==> src/rtl/subsequence_dtw_matcher_defines.svh <==
// Assertion macros for the subsequence matcher
`ifndef SUBSEQUENCE_DTW_MATCHER_DEFINES_SVH
`define SUBSEQUENCE_DTW_MATCHER_DEFINES_SVH

// same-cycle implication, idle during reset
`define SDTW_ASSERT_NOW(lbl, clk_s, rstn_s, ante, cons, msg) \
  lbl: assert property (@(posedge clk_s) disable iff (!(rstn_s)) (ante) |-> (cons)) \
    else $error(msg);

// next-cycle implication, idle during reset
`define SDTW_ASSERT_NEXT(lbl, clk_s, rstn_s, ante, cons, msg) \
  lbl: assert property (@(posedge clk_s) disable iff (!(rstn_s)) (ante) |=> (cons)) \
    else $error(msg);

`endif

==> src/rtl/sdtw_pkg.sv <==
package sdtw_pkg;

  localparam int MAX_QUERY = 64;
  localparam int POS_W     = 16;
  localparam int SAMPLE_W  = 16;
  localparam int COST_W    = 32;
  localparam int IDX_W     = 6;
  localparam int CFG_W     = 7;
  localparam int CNT_W     = $clog2(MAX_QUERY + 1);
  localparam int DIFF_W    = SAMPLE_W + 1;

  localparam logic [COST_W-1:0] COST_INF = {COST_W{1'b1}};
  localparam logic [POS_W-1:0]  POS_MAX  = {POS_W{1'b1}};

  localparam logic OP_LOAD   = 1'b0;
  localparam logic OP_SAMPLE = 1'b1;

  typedef struct packed {
    logic                       vld;
    logic [CNT_W-1:0]           cnt;
    logic signed [SAMPLE_W-1:0] smp;
    logic [COST_W-1:0]          up_cost;
    logic [POS_W-1:0]           up_start;
    logic [COST_W-1:0]          dg_cost;
    logic [POS_W-1:0]           dg_start;
  } tok_t;

  typedef struct packed {
    logic [COST_W-1:0] cost;
    logic [COST_W-1:0] best;
    logic [POS_W-1:0]  bstart;
    logic [POS_W-1:0]  bend;
    logic              done;
  } res_t;

endpackage

==> src/rtl/sdtw_cell.sv <==
module sdtw_cell import sdtw_pkg::*; (
  input  logic                       clk,
  input  logic                       rst_n,
  input  logic                       clr,
  input  logic                       wr_en,
  input  logic signed [SAMPLE_W-1:0] wr_value,
  input  tok_t                       tok_in,
  output tok_t                       tok_out
);

  logic signed [SAMPLE_W-1:0] q_r;
  logic [COST_W-1:0]          cost_r, cost_nxt;
  logic [POS_W-1:0]           start_r, start_nxt;
  tok_t                       tok_r, tok_nxt;

  logic                       act;
  logic signed [DIFF_W-1:0]   diff;
  logic [DIFF_W-1:0]          absd;
  logic [COST_W-1:0]          m_cost;
  logic [POS_W-1:0]           m_start;
  logic [COST_W:0]            sum;
  logic [COST_W-1:0]          new_cost;

  always_comb begin
    act  = tok_in.vld && (tok_in.cnt != '0);
    diff = $signed({q_r[SAMPLE_W-1], q_r}) - $signed({tok_in.smp[SAMPLE_W-1], tok_in.smp});
    absd = diff[DIFF_W-1] ? DIFF_W'(-diff) : DIFF_W'(diff);

    if (tok_in.up_cost <= cost_r) begin
      m_cost  = tok_in.up_cost;
      m_start = tok_in.up_start;
    end else begin
      m_cost  = cost_r;
      m_start = start_r;
    end
    if (tok_in.dg_cost < m_cost) begin
      m_cost  = tok_in.dg_cost;
      m_start = tok_in.dg_start;
    end

    sum      = {1'b0, m_cost} + (COST_W+1)'(absd);
    new_cost = (sum >= {1'b0, COST_INF}) ? COST_INF : sum[COST_W-1:0];

    cost_nxt  = cost_r;
    start_nxt = start_r;
    if (clr) begin
      cost_nxt  = COST_INF;
      start_nxt = '0;
    end else if (act) begin
      cost_nxt  = new_cost;
      start_nxt = m_start;
    end

    tok_nxt.vld      = act;
    tok_nxt.cnt      = tok_in.cnt - CNT_W'(1);
    tok_nxt.smp      = tok_in.smp;
    tok_nxt.up_cost  = new_cost;
    tok_nxt.up_start = m_start;
    tok_nxt.dg_cost  = cost_r;
    tok_nxt.dg_start = start_r;
  end

  always_ff @(posedge clk) begin
    if (!rst_n) begin
      cost_r    <= COST_INF;
      start_r   <= '0;
      tok_r.vld <= 1'b0;
    end else begin
      cost_r    <= cost_nxt;
      start_r   <= start_nxt;
      tok_r.vld <= tok_nxt.vld;
    end
    tok_r.cnt      <= tok_nxt.cnt;
    tok_r.smp      <= tok_nxt.smp;
    tok_r.up_cost  <= tok_nxt.up_cost;
    tok_r.up_start <= tok_nxt.up_start;
    tok_r.dg_cost  <= tok_nxt.dg_cost;
    tok_r.dg_start <= tok_nxt.dg_start;
  end

  always_ff @(posedge clk) begin
    if (wr_en) begin
      q_r <= wr_value;
    end
  end

  assign tok_out = tok_r;

endmodule

==> config.mk <==
export PLATFORM = sky130hd
export DESIGN_NAME = sdtw_cell
export DESIGN_NICKNAME = d
export VERILOG_FILES = /design/src/rtl/subsequence_dtw_matcher_defines.svh /design/src/rtl/sdtw_pkg.sv /design/src/rtl/sdtw_cell.sv
export SDC_FILE = /design/constraint.sdc
export NUM_CORES = 1
export LEC_CHECK = 0
export BUFFER_PORTS_ARGS = -buffer_cell sky130_fd_sc_hd__buf_2
export CAP_MARGIN = 20
export CORE_MARGIN = 5
export CORE_UTILIZATION = 45
export CTS_CLUSTER_DIAMETER = 150
export CTS_CLUSTER_SIZE = 30
export DETAILED_ROUTE_END_ITERATION = 10
export GPL_TIMING_DRIVEN = 1
export PLACE_DENSITY = 0.76
export REMOVE_ABC_BUFFERS = 1
export SYNTH_ARGS = -nofsm -noshare
export SYNTH_HDL_FRONTEND = slang
export SYNTH_SLANG_ARGS = --single-unit
export TNS_END_PERCENT = 20
==> constraint.sdc <==
create_clock -name clk -period 9.3 [get_ports clk]
set_input_delay 0 -clock clk [delete_from_list [all_inputs] [get_ports clk]]
set_output_delay 0 -clock clk [all_outputs]
set_load 0.01 [all_outputs]
==> out/results.ini, run 1 <==
[drt]
drtPass1Iterations=5
postRouteAntennaNets=0
routed_wl_um=34440
drtIter0Drc=906
wl_per_cell_um=18.20
via_count=10256
drc=0
post_drt_via_cell_ratio=5.421

[layout]
nNetsFinal=1804
drive_gt1_share_pct=22.59
synthToLayoutAreaGrowth_pct=29.78
layout.cells.non_filler=1892

[floorplan]
die_w_um=162.6
initial_core_util_pct=45.99
dieArea_um2=26430
num_rows=55
die_h_um=162.6
io_pins=260
core_um2=22780

[global_route]
grt_pass1_wl_um=53310
grt_max_degree=53
grt_antenna_before_repair=6
gr-total-overflow=0
grt_pass1_vias=9957
grt_usage_pct=25.38

[synthesis]
synth-seq-cells=184
ys_warn_count=0
yosysUniqueCellTypes=74
synth_mux_area_share_pct=5.065
yosysTopAreaCell=dfxtp_1
ys_seq_area_share_pct=36.69
synth-async-reset-ratio_pct=0
avgSynthCellArea_um2=8.496
synth_edf_count=16
synth_ff_type=dfxtp_1
synth_area_um2=10480
synth_top_family_by_area=simple AND/OR/NAND/NOR gates
syn_inst=1233
synthTopCellsByArea=dfxtp_1 32%, ha_1 12%, nand2_1 5.4%
synth_compound_area_share_pct=18.04
synth_xor_area_share_pct=4.515
synth_fa_ha_area_share_pct=12.21
synth_top_area_share_pct=32.11
synthSimpleGateAreaFrac_pct=18.23

[pwr]
p_leak_nw=6.678
pwr_density_cell_nw_per_um2=220.5
ir_drop_v=0.0001591

[run_status]
outcome=finished, final reports clean

[worst_setup_path]
cp.required_ns=9.69
cp-start-kind=flop
cp-end-kind=flop
cp.arrival_ns=8.92
path_class=flop to flop
path_delay_family=compound AO/OA/AOI/OAI gates
cpPeakStageDelay_ns=0.56
cp_num_buf_inv=5
critPathMaxFanout=32
cpMaxStageDelayCell=a2111oi_1

[sta]
final_max_slew_viol_count=0
finalHoldViolations=0
finalCriticalPeriod_ns=8.531
setup_slack_ns=0.7692
worst_clock_skew_ns=0.01685
worstMarginPinSlew_ns=0.8330
slew_headroom_pct=43.76
max_freq_ghz=0.1172
finalCritPeriodShare_pct=91.73
holdWs_ns=0.006476
rsz0062_at_grt=no
setup_viol=0

[cts]
cts_max_path_buffers=2
clkSlewWorstSetupHoldPaths_ns=0.08
clk-insertion-delay-late_ns=0.45
clockRootBuffer=clkbuf_16
cts_buffers=17
cts_resized=0
cts_max_level=4
cts_tree=done
cts.sinks=184

[placement]
place_ws_ns=0.2293
dpl.hpwl_um=25520
port-buffer-count=259
gp_congestion=0.9265
dp.cells=1780

[min_path]
hold_class=input port to flop

[run]
drv_cap=0

logic make-up (layout without fill, tap and decap cells):
| kind of cell | Yosys count | count (layout) |
|---|---|---|
| and+or+nand+nor | 412 | 412 |
| DFF | 184 | 184 |
| AOI/OAI and AO/OA | 303 | 303 |
| adders and majority gates | 101 | 101 |
| other | 0 | 3 |
| xor gates and xnor gates | 54 | 54 |
| buffers and inverters | 128 | 471 |
| muxes | 51 | 51 |
sequential cells by signal, indices dropped and copies added, names as in the netlist:
name / count
q_r: 16
tok_out: 120
start_r: 16
cost_r: 32
layer usage:
layer / vias up / GRT usage (%) / wire length [µm]
met3: 77 / 4.708 / 2683
met5: - / 0 / 29
met2: 440 / 41.53 / 15550
li1: 5031 / - / -
met4: 6 / 7.739 / 820
met1: 4702 / 34.23 / 15360
path summary, 6_finish.rpt:
kind              start           to  depth (start not counted)  slack [ns]
max reg2reg   cost_r[9]  tok_out[91]                         29        0.77
max           cost_r[9]  tok_out[91]                         29        0.77
min               wr_en       q_r[3]                          1       0.006
min reg2reg  start_r[5]   tok_out[5]                          0        0.37
area by class of cell:
type / instances / area, µm²
Sequential cell: 184 / 3844
Inverter: 78 / 292.8
Multi-Input combinational cell: 921 / 6121
Clock buffer: 17 / 425.4
Clock inverter: 15 / 230.2
Antenna cell: 3 / 7.507
Tap cell: 313 / 391.6
Fill cell: 2024 / 9184
Timing Repair Buffer: 361 / 2282
stage by stage:
stage | utilization, % | power, mW | TNS, ns | cell area (µm²)
4_1_cts | 59.49 | 2.995 | 0 | 13550
6_report | 59.68 | 2.997 | 0 | 13590
3_5_place_dp | 53.32 | 2.156 | 0 | 12150
5_1_grt | 59.68 | 3.185 | 0 | 13590
2_1_floorplan | - | 1.778 | -569.31 | 10220
3_3_place_gp | 53.32 | 2.146 | 0 | 12150
synthesized netlist by cell type (5+ instances only):
cell type,instances
dfxtp_1,168
nand2_1,151
nor2_1,109
ha_1,99
a21oi_1,92
o21ai_0,82
inv_1,77
mux2i_1,38
xnor2_1,36
nand3_1,25
clkbuf_1,22
nand4_1,21
a21o_1,19
nor3_1,18
xor2_1,18
edfxtp_1,16
o211ai_1,14
mux2_2,12
o21a_1,12
a211oi_1,11
buf_2,11
or3_1,11
and3_1,10
nand2b_1,10
nor4_1,10
buf_4,9
o21ai_1,9
or2_2,9
and2_1,7
nand2_2,7
nor2b_1,7
o31ai_1,7
a311oi_1,5
buf_1,5
timing repair:
action	CTS	global route
setup endpoints to repair	0	3
endpoints found under the hold margin	71	0
buffers inserted	0	1
hold buffers	75	0
power by group:
group	switching (mW)	internal, mW
Clock	0.367	0.418
Combinational	0.735	0.509
Sequential	0.0437	0.924
cell usage in the layout (no fill, tap or decap), types with 6 or more instances in the layout:
cell / count
a211oi_1: 11
a21o_1: 19
a21oi_1: 92
and2_1: 7
and3_1: 10
buf_2: 259
buf_4: 25
clkbuf_16: 17
clkinv_8: 6
dfxtp_1: 168
dlygate4sd3_1: 75
edfxtp_1: 16
ha_1: 99
inv_1: 77
mux2_2: 12
mux2i_1: 38
nand2_1: 151
nand2_2: 7
nand2b_1: 10
nand3_1: 25
nand4_1: 21
nor2_1: 108
nor2b_1: 6
nor3_1: 18
nor4_1: 10
o211ai_1: 14
o21a_1: 11
o21ai_0: 81
o21ai_1: 9
o31ai_1: 7
or2_2: 9
or3_1: 11
xnor2_1: 36
xor2_1: 18
Note: power is estimated with default switching activity, not from simulation.
==> inputs of run 2 (changes only) <==
- CORE_UTILIZATION: 45 -> 49
- CTS_CLUSTER_DIAMETER: 150 -> 100
- GPL_TIMING_DRIVEN: 1 -> not set
- PLACE_DENSITY: 0.76 -> 0.81
==> out/results.ini, run 2 (synthesis gave the netlist of run 1 again) <==
[placement]
dp.cells=1736  ; -2.5%
dpl.hpwl_um=24940  ; -2.3%
gp_congestion=1.002  ; +8.2%
port-buffer-count=259  ; unchanged

[sta]
rsz0062_at_grt=no
finalCriticalPeriod_ns=8.690  ; +0.1593 ns
setup_viol=0  ; unchanged
finalCritPeriodShare_pct=93.44  ; +1.7 points
worstMarginPinSlew_ns=0.8603  ; +0.02732 ns
max_freq_ghz=0.1151  ; -1.8%
slew_headroom_pct=41.92  ; -1.8 points
worst_clock_skew_ns=0.01046  ; -0.006394 ns
final_max_slew_viol_count=0  ; unchanged
holdWs_ns=-0.007522  ; -0.01400 ns
finalHoldViolations=1  ; +1

[global_route]
grt_pass1_vias=9782  ; -1.8%
grt_antenna_before_repair=4  ; -2
grt_max_degree=70  ; +32%
gr-total-overflow=0  ; unchanged
grt_usage_pct=26.66  ; +1.3 points
grt_pass1_wl_um=51610  ; -3.2%

[cts]
cts_max_level=4  ; unchanged
clkSlewWorstSetupHoldPaths_ns=0.08  ; about the same
clk-insertion-delay-late_ns=0.44  ; about the same
cts_buffers=17  ; unchanged
cts.sinks=184  ; unchanged
cts_tree=done
cts_max_path_buffers=2  ; unchanged
clockRootBuffer=clkbuf_16

[drt]
postRouteAntennaNets=0  ; unchanged
drtPass1Iterations=5  ; unchanged
via_count=10245  ; -0.11%
routed_wl_um=33570  ; -2.5%
drc=0  ; unchanged
post_drt_via_cell_ratio=5.544  ; +2.3%
drtIter0Drc=951  ; +5.0%
wl_per_cell_um=18.17  ; -0.19%

[layout]
drive_gt1_share_pct=22.42  ; -0.17 points
utilization_pct=63.97  ; +4.3 points
synthToLayoutAreaGrowth_pct=28.38
final_cell_mix=259 x buf_2, 168 x dfxtp_1, 151 x nand2_1
layout.cells.non_filler=1848  ; -2.3%
final_common_cell=buf_2
nFillCells=1774  ; -12%
largest_reg_flops=120  ; unchanged
nNetsFinal=1798  ; -0.33%

[pwr]
p_total_mw=2.969  ; -0.95%
p_leak_nw=6.628  ; -0.76%
ir_drop_v=0.0001523  ; -4.3%
pwr_density_cell_nw_per_um2=220.8  ; +0.12%

[min_path]
hold_class=input port to flop

[run_status]
violations=negative hold slack
outcome=finished with violations

[worst_setup_path]
path_delay_family=compound AO/OA/AOI/OAI gates
cpMaxStageDelayCell=a2111oi_1
cp-start-kind=flop
r2r_slack_ns=0.61  ; -0.16 ns
cp-end-kind=flop
cp.arrival_ns=9.08  ; +0.16 ns
cp.required_ns=9.69  ; about the same
cp_num_buf_inv=5  ; unchanged
cpPeakStageDelay_ns=0.61  ; +0.05 ns
critPathMaxFanout=69  ; +120%
path_class=flop to flop

[floorplan]
initial_core_util_pct=49.83  ; +3.8 points
num_rows=53  ; -3.6%
dieArea_um2=24400  ; -7.7%
io_pins=260  ; unchanged
core_um2=21020  ; -7.7%
die_w_um=156.2  ; -3.9%
die_h_um=156.2  ; -3.9%

[run]
drv_cap=0  ; unchanged

==> run 2: worst min-delay path: cells and delay by family <==
| kind | cells | cell delay (ns) |
|---|---|---|
| buffers and inverters | 1 | 0.08 |
| AO/OA/AOI/OAI | 1 | 0.24 |
| multiplexers | 1 | 0.06 |
==> run 2: worst paths after layout <==
kind,end,cells past startpoint,from
setup / recovery,tok_out[91],30,cost_r[1]
hold / removal,tok_out[49],3,tok_in[49]
setup reg to reg,tok_out[91],30,cost_r[1]
hold reg to reg,tok_out[15],0,start_r[15]
==> run 2: power by group <==
| group | switching (mW) | total (mW) | internal, mW |
|---|---|---|---|
| logic | 0.723 | 1.22 | 0.499 |
| clock network | 0.362 | 0.776 | 0.414 |
| registers | 0.0464 | 0.970 | 0.924 |
| total | 1.13 | 2.97 | 1.84 |
==> run 2: final cells by class <==
type / count / area [µm²] / area share [%]
Antenna cell: 3 / 7.507 / 0.05582
Clock buffer: 17 / 425.4 / 3.163
Clock inverter: 15 / 206.4 / 1.535
Inverter: 78 / 292.8 / 2.177
Multi-Input combinational cell: 922 / 6132 / 45.60
Sequential cell: 184 / 3844 / 28.58
Tap cell: 275 / 344.1 / 2.559
Timing Repair Buffer: 354 / 2196 / 16.33
==> run 2: routing by layer <==
metal / wire length (µm) / track usage, %
met1: 14840 / 35.61
met2: 15340 / 43.69
met5: 13 / 0
met4: 905 / 8.802
met3: 2469 / 5.061
==> run 2: what timing repair did <==
item                                   4_1_cts  5_1_grt
gates resized for setup                      0        2
setup endpoints to repair                    0        6
endpoints found under the hold margin       69        0
setup buffers                                0        3
hold buffers                                73        0
==> run 2: stage by stage <==
step | TNS (ns) | instance area [µm²] | setup WS [ns]
after CTS | 0 | 13400 | 0.2999
after detailed placement | 0 | 12040 | 0.3279
after global placement | 0 | 12040 | 0.4262
after global routing | 0 | 13450 | 0.06636
after floorplan | -569.31 | 10220 | -7.281
final | 0 | 13450 | 0.6099
==> inputs of run 3 (changes only) <==
- BUFFER_PORTS_ARGS: -buffer_cell sky130_fd_sc_hd__buf_2 -> -buffer_cell sky130_fd_sc_hd__buf_4
==> out/results.ini, run 3 (synthesis gave the netlist of run 1 again) <==
[worst_setup_path]
cp.arrival_ns=8.94  ; -0.14 ns
cpMaxStageDelayCell=a2111oi_1
path_class=flop to flop
r2r_slack_ns=0.68  ; +0.07 ns
critPathMaxFanout=44  ; -36%
cp-start-kind=flop
cpPeakStageDelay_ns=0.61  ; about the same
cp-end-kind=flop
cpMostUsedCell=ha_1
cp.required_ns=9.63  ; -0.06 ns

[placement]
place_area_um2=12690  ; +5.4%
gp_congestion=0.9788  ; -2.4%
port-buffer-count=259  ; unchanged
dp.cells=1733  ; -0.17%
place_ws_ns=0.5698  ; +0.2419 ns
dpl.hpwl_um=25230  ; +1.2%

[cts]
cts_max_level=4  ; unchanged
clockRootBuffer=clkbuf_16
cts_buffers=17  ; unchanged
cts.sinks=184  ; unchanged
clkSlewWorstSetupHoldPaths_ns=0.07  ; about the same
cts_max_path_buffers=2  ; unchanged
clk-insertion-delay-late_ns=0.44  ; about the same
cts_tree=done

[sta]
setup_viol=0  ; unchanged
slew_headroom_pct=30.88  ; -11 points
holdWs_ns=0.02318  ; +0.03071 ns
setup_slack_ns=0.6831  ; +0.07320 ns
final_max_slew_viol_count=0  ; unchanged
rsz0062_at_grt=no
worstMarginPinSlew_ns=1.026  ; +0.1656 ns
max_freq_ghz=0.1161  ; +0.85%
finalCriticalPeriod_ns=8.617  ; -0.07320 ns
worst_clock_skew_ns=0.01409  ; +0.003635 ns
finalHoldViolations=0  ; -1
finalCritPeriodShare_pct=92.65  ; -0.79 points

[global_route]
gr-total-overflow=0  ; unchanged
grt_pass1_vias=10106  ; +3.3%
grt_max_degree=94  ; +34%
grt_pass1_wl_um=53050  ; +2.8%
grt_antenna_before_repair=0  ; -4
grt_usage_pct=27.19  ; +0.53 points

[drt]
drc=0  ; unchanged
dr.max_layer_used=met4
drtPass1Iterations=8  ; +3
dr_wl_met3_um=2954  ; +20%
routed_wl_um=34210  ; +1.9%
post_drt_via_cell_ratio=5.618  ; +1.3%
wl_per_cell_um=18.55  ; +2.1%
wl_met1_um=14640  ; -1.3%
wl_met2_um=15590  ; +1.6%
via_count=10359  ; +1.1%
drtIter0Drc=931  ; -2.1%
postRouteAntennaNets=0  ; unchanged

[run]
drv_cap=0  ; unchanged

[layout]
layout.cells.non_filler=1844  ; -0.22%
drive_gt1_share_pct=22.26  ; -0.16 points
largest_reg_flops=120  ; unchanged
stdcell_area_um2=14080  ; +4.7%
synthToLayoutAreaGrowth_pct=34.39
final_cell_mix=275 x buf_4, 168 x dfxtp_1, 151 x nand2_1
nNetsFinal=1796  ; -0.11%
final_common_cell=buf_4

[floorplan]
core_um2=21020  ; unchanged
dieArea_um2=24400  ; unchanged
num_rows=53  ; unchanged
die_h_um=156.2  ; unchanged
initial_core_util_pct=49.83  ; unchanged
die_w_um=156.2  ; unchanged
io_pins=260  ; unchanged

[min_path]
hold_class=input port to flop

[pwr]
p_total_mw=3.025  ; +1.9%
ir_drop_v=0.0001721  ; +13%
pwr_density_cell_nw_per_um2=214.9  ; -2.6%
p_leak_nw=6.855  ; +3.4%

[run_status]
outcome=finished, final reports clean

[run 3: changes by cell type in the layout (fill, tap and decap cells not counted), moves of 2 or more]
| cell | before | now |
|---|---|---|
| inv_6 | 2 | 0 |
| diode_2 | 3 | 1 |
| clkinv_4 | 1 | 4 |
| dlygate4sd3_1 | 73 | 75 |
| bufinv_16 | 2 | 0 |
| buf_2 | 259 | 0 |
| buf_4 | 21 | 275 |
[run 3: worst max-delay path, delay by kind of cell, from the launching register on]
family	cells	cell delay (ns)
AO/OA/AOI/OAI	14	3.68
AND/OR/NAND/NOR	9	2.45
adder cells (fa/ha/maj)	3	0.89
buffers and inverters	3	0.57
multiplexers	2	0.50
flip-flops	1	0.37
[run 3: power by group]
part | switching (mW) | internal (mW)
Clock | 0.378 | 0.365
Sequential | 0.0489 | 0.924
Combinational | 0.744 | 0.565
[run 3: layer usage]
layer	up-vias	track usage (%)
met3	65	4.535
met2	444	44.61
met5	-	0
met1	4843	36.38
li1	5007	-
met4	0	9.669
[run 3: cell type report]
| class | count | area (µm²) |
|---|---|---|
| Fill cell | 1700 | 6944 |
| Antenna cell | 1 | 2.502 |
| Clock inverter | 15 | 175.2 |
| Timing Repair Buffer | 353 | 2872 |
| Clock buffer | 17 | 425.4 |
| Multi-Input combinational cell | 921 | 6122 |
| Sequential cell | 184 | 3844 |
| Inverter | 78 | 292.8 |
| Tap cell | 275 | 344.1 |
[run 3: final timing paths]
kind,startpoint,endpoint,depth (start not counted)
worst min-delay path,tok_in[63],tok_out[63],3
worst max register to register,cost_r[14],cost_r[31],31
worst max-delay path,cost_r[14],cost_r[31],31
worst min register to register,cost_r[7],tok_out[23],0
[run 3: timing repair]
action / CTS / global route
hold endpoints to repair: 86 / 0
endpoints found under the setup margin: 0 / 3
hold buffers: 75 / 0
setup buffers: 0 / 2
gates resized for setup: 0 / 2
[run 3: through the flow]
| stage | utilization [%] | setup TNS [ns] |
|---|---|---|
| 6_report | 66.97 | 0 |
| 5_1_grt | 66.95 | 0 |
| 4_1_cts | 66.80 | 0 |
| 3_5_place_dp | 60.37 | 0 |
| 3_3_place_gp | 60.37 | 0 |
| 2_1_floorplan | - | -569.31 |
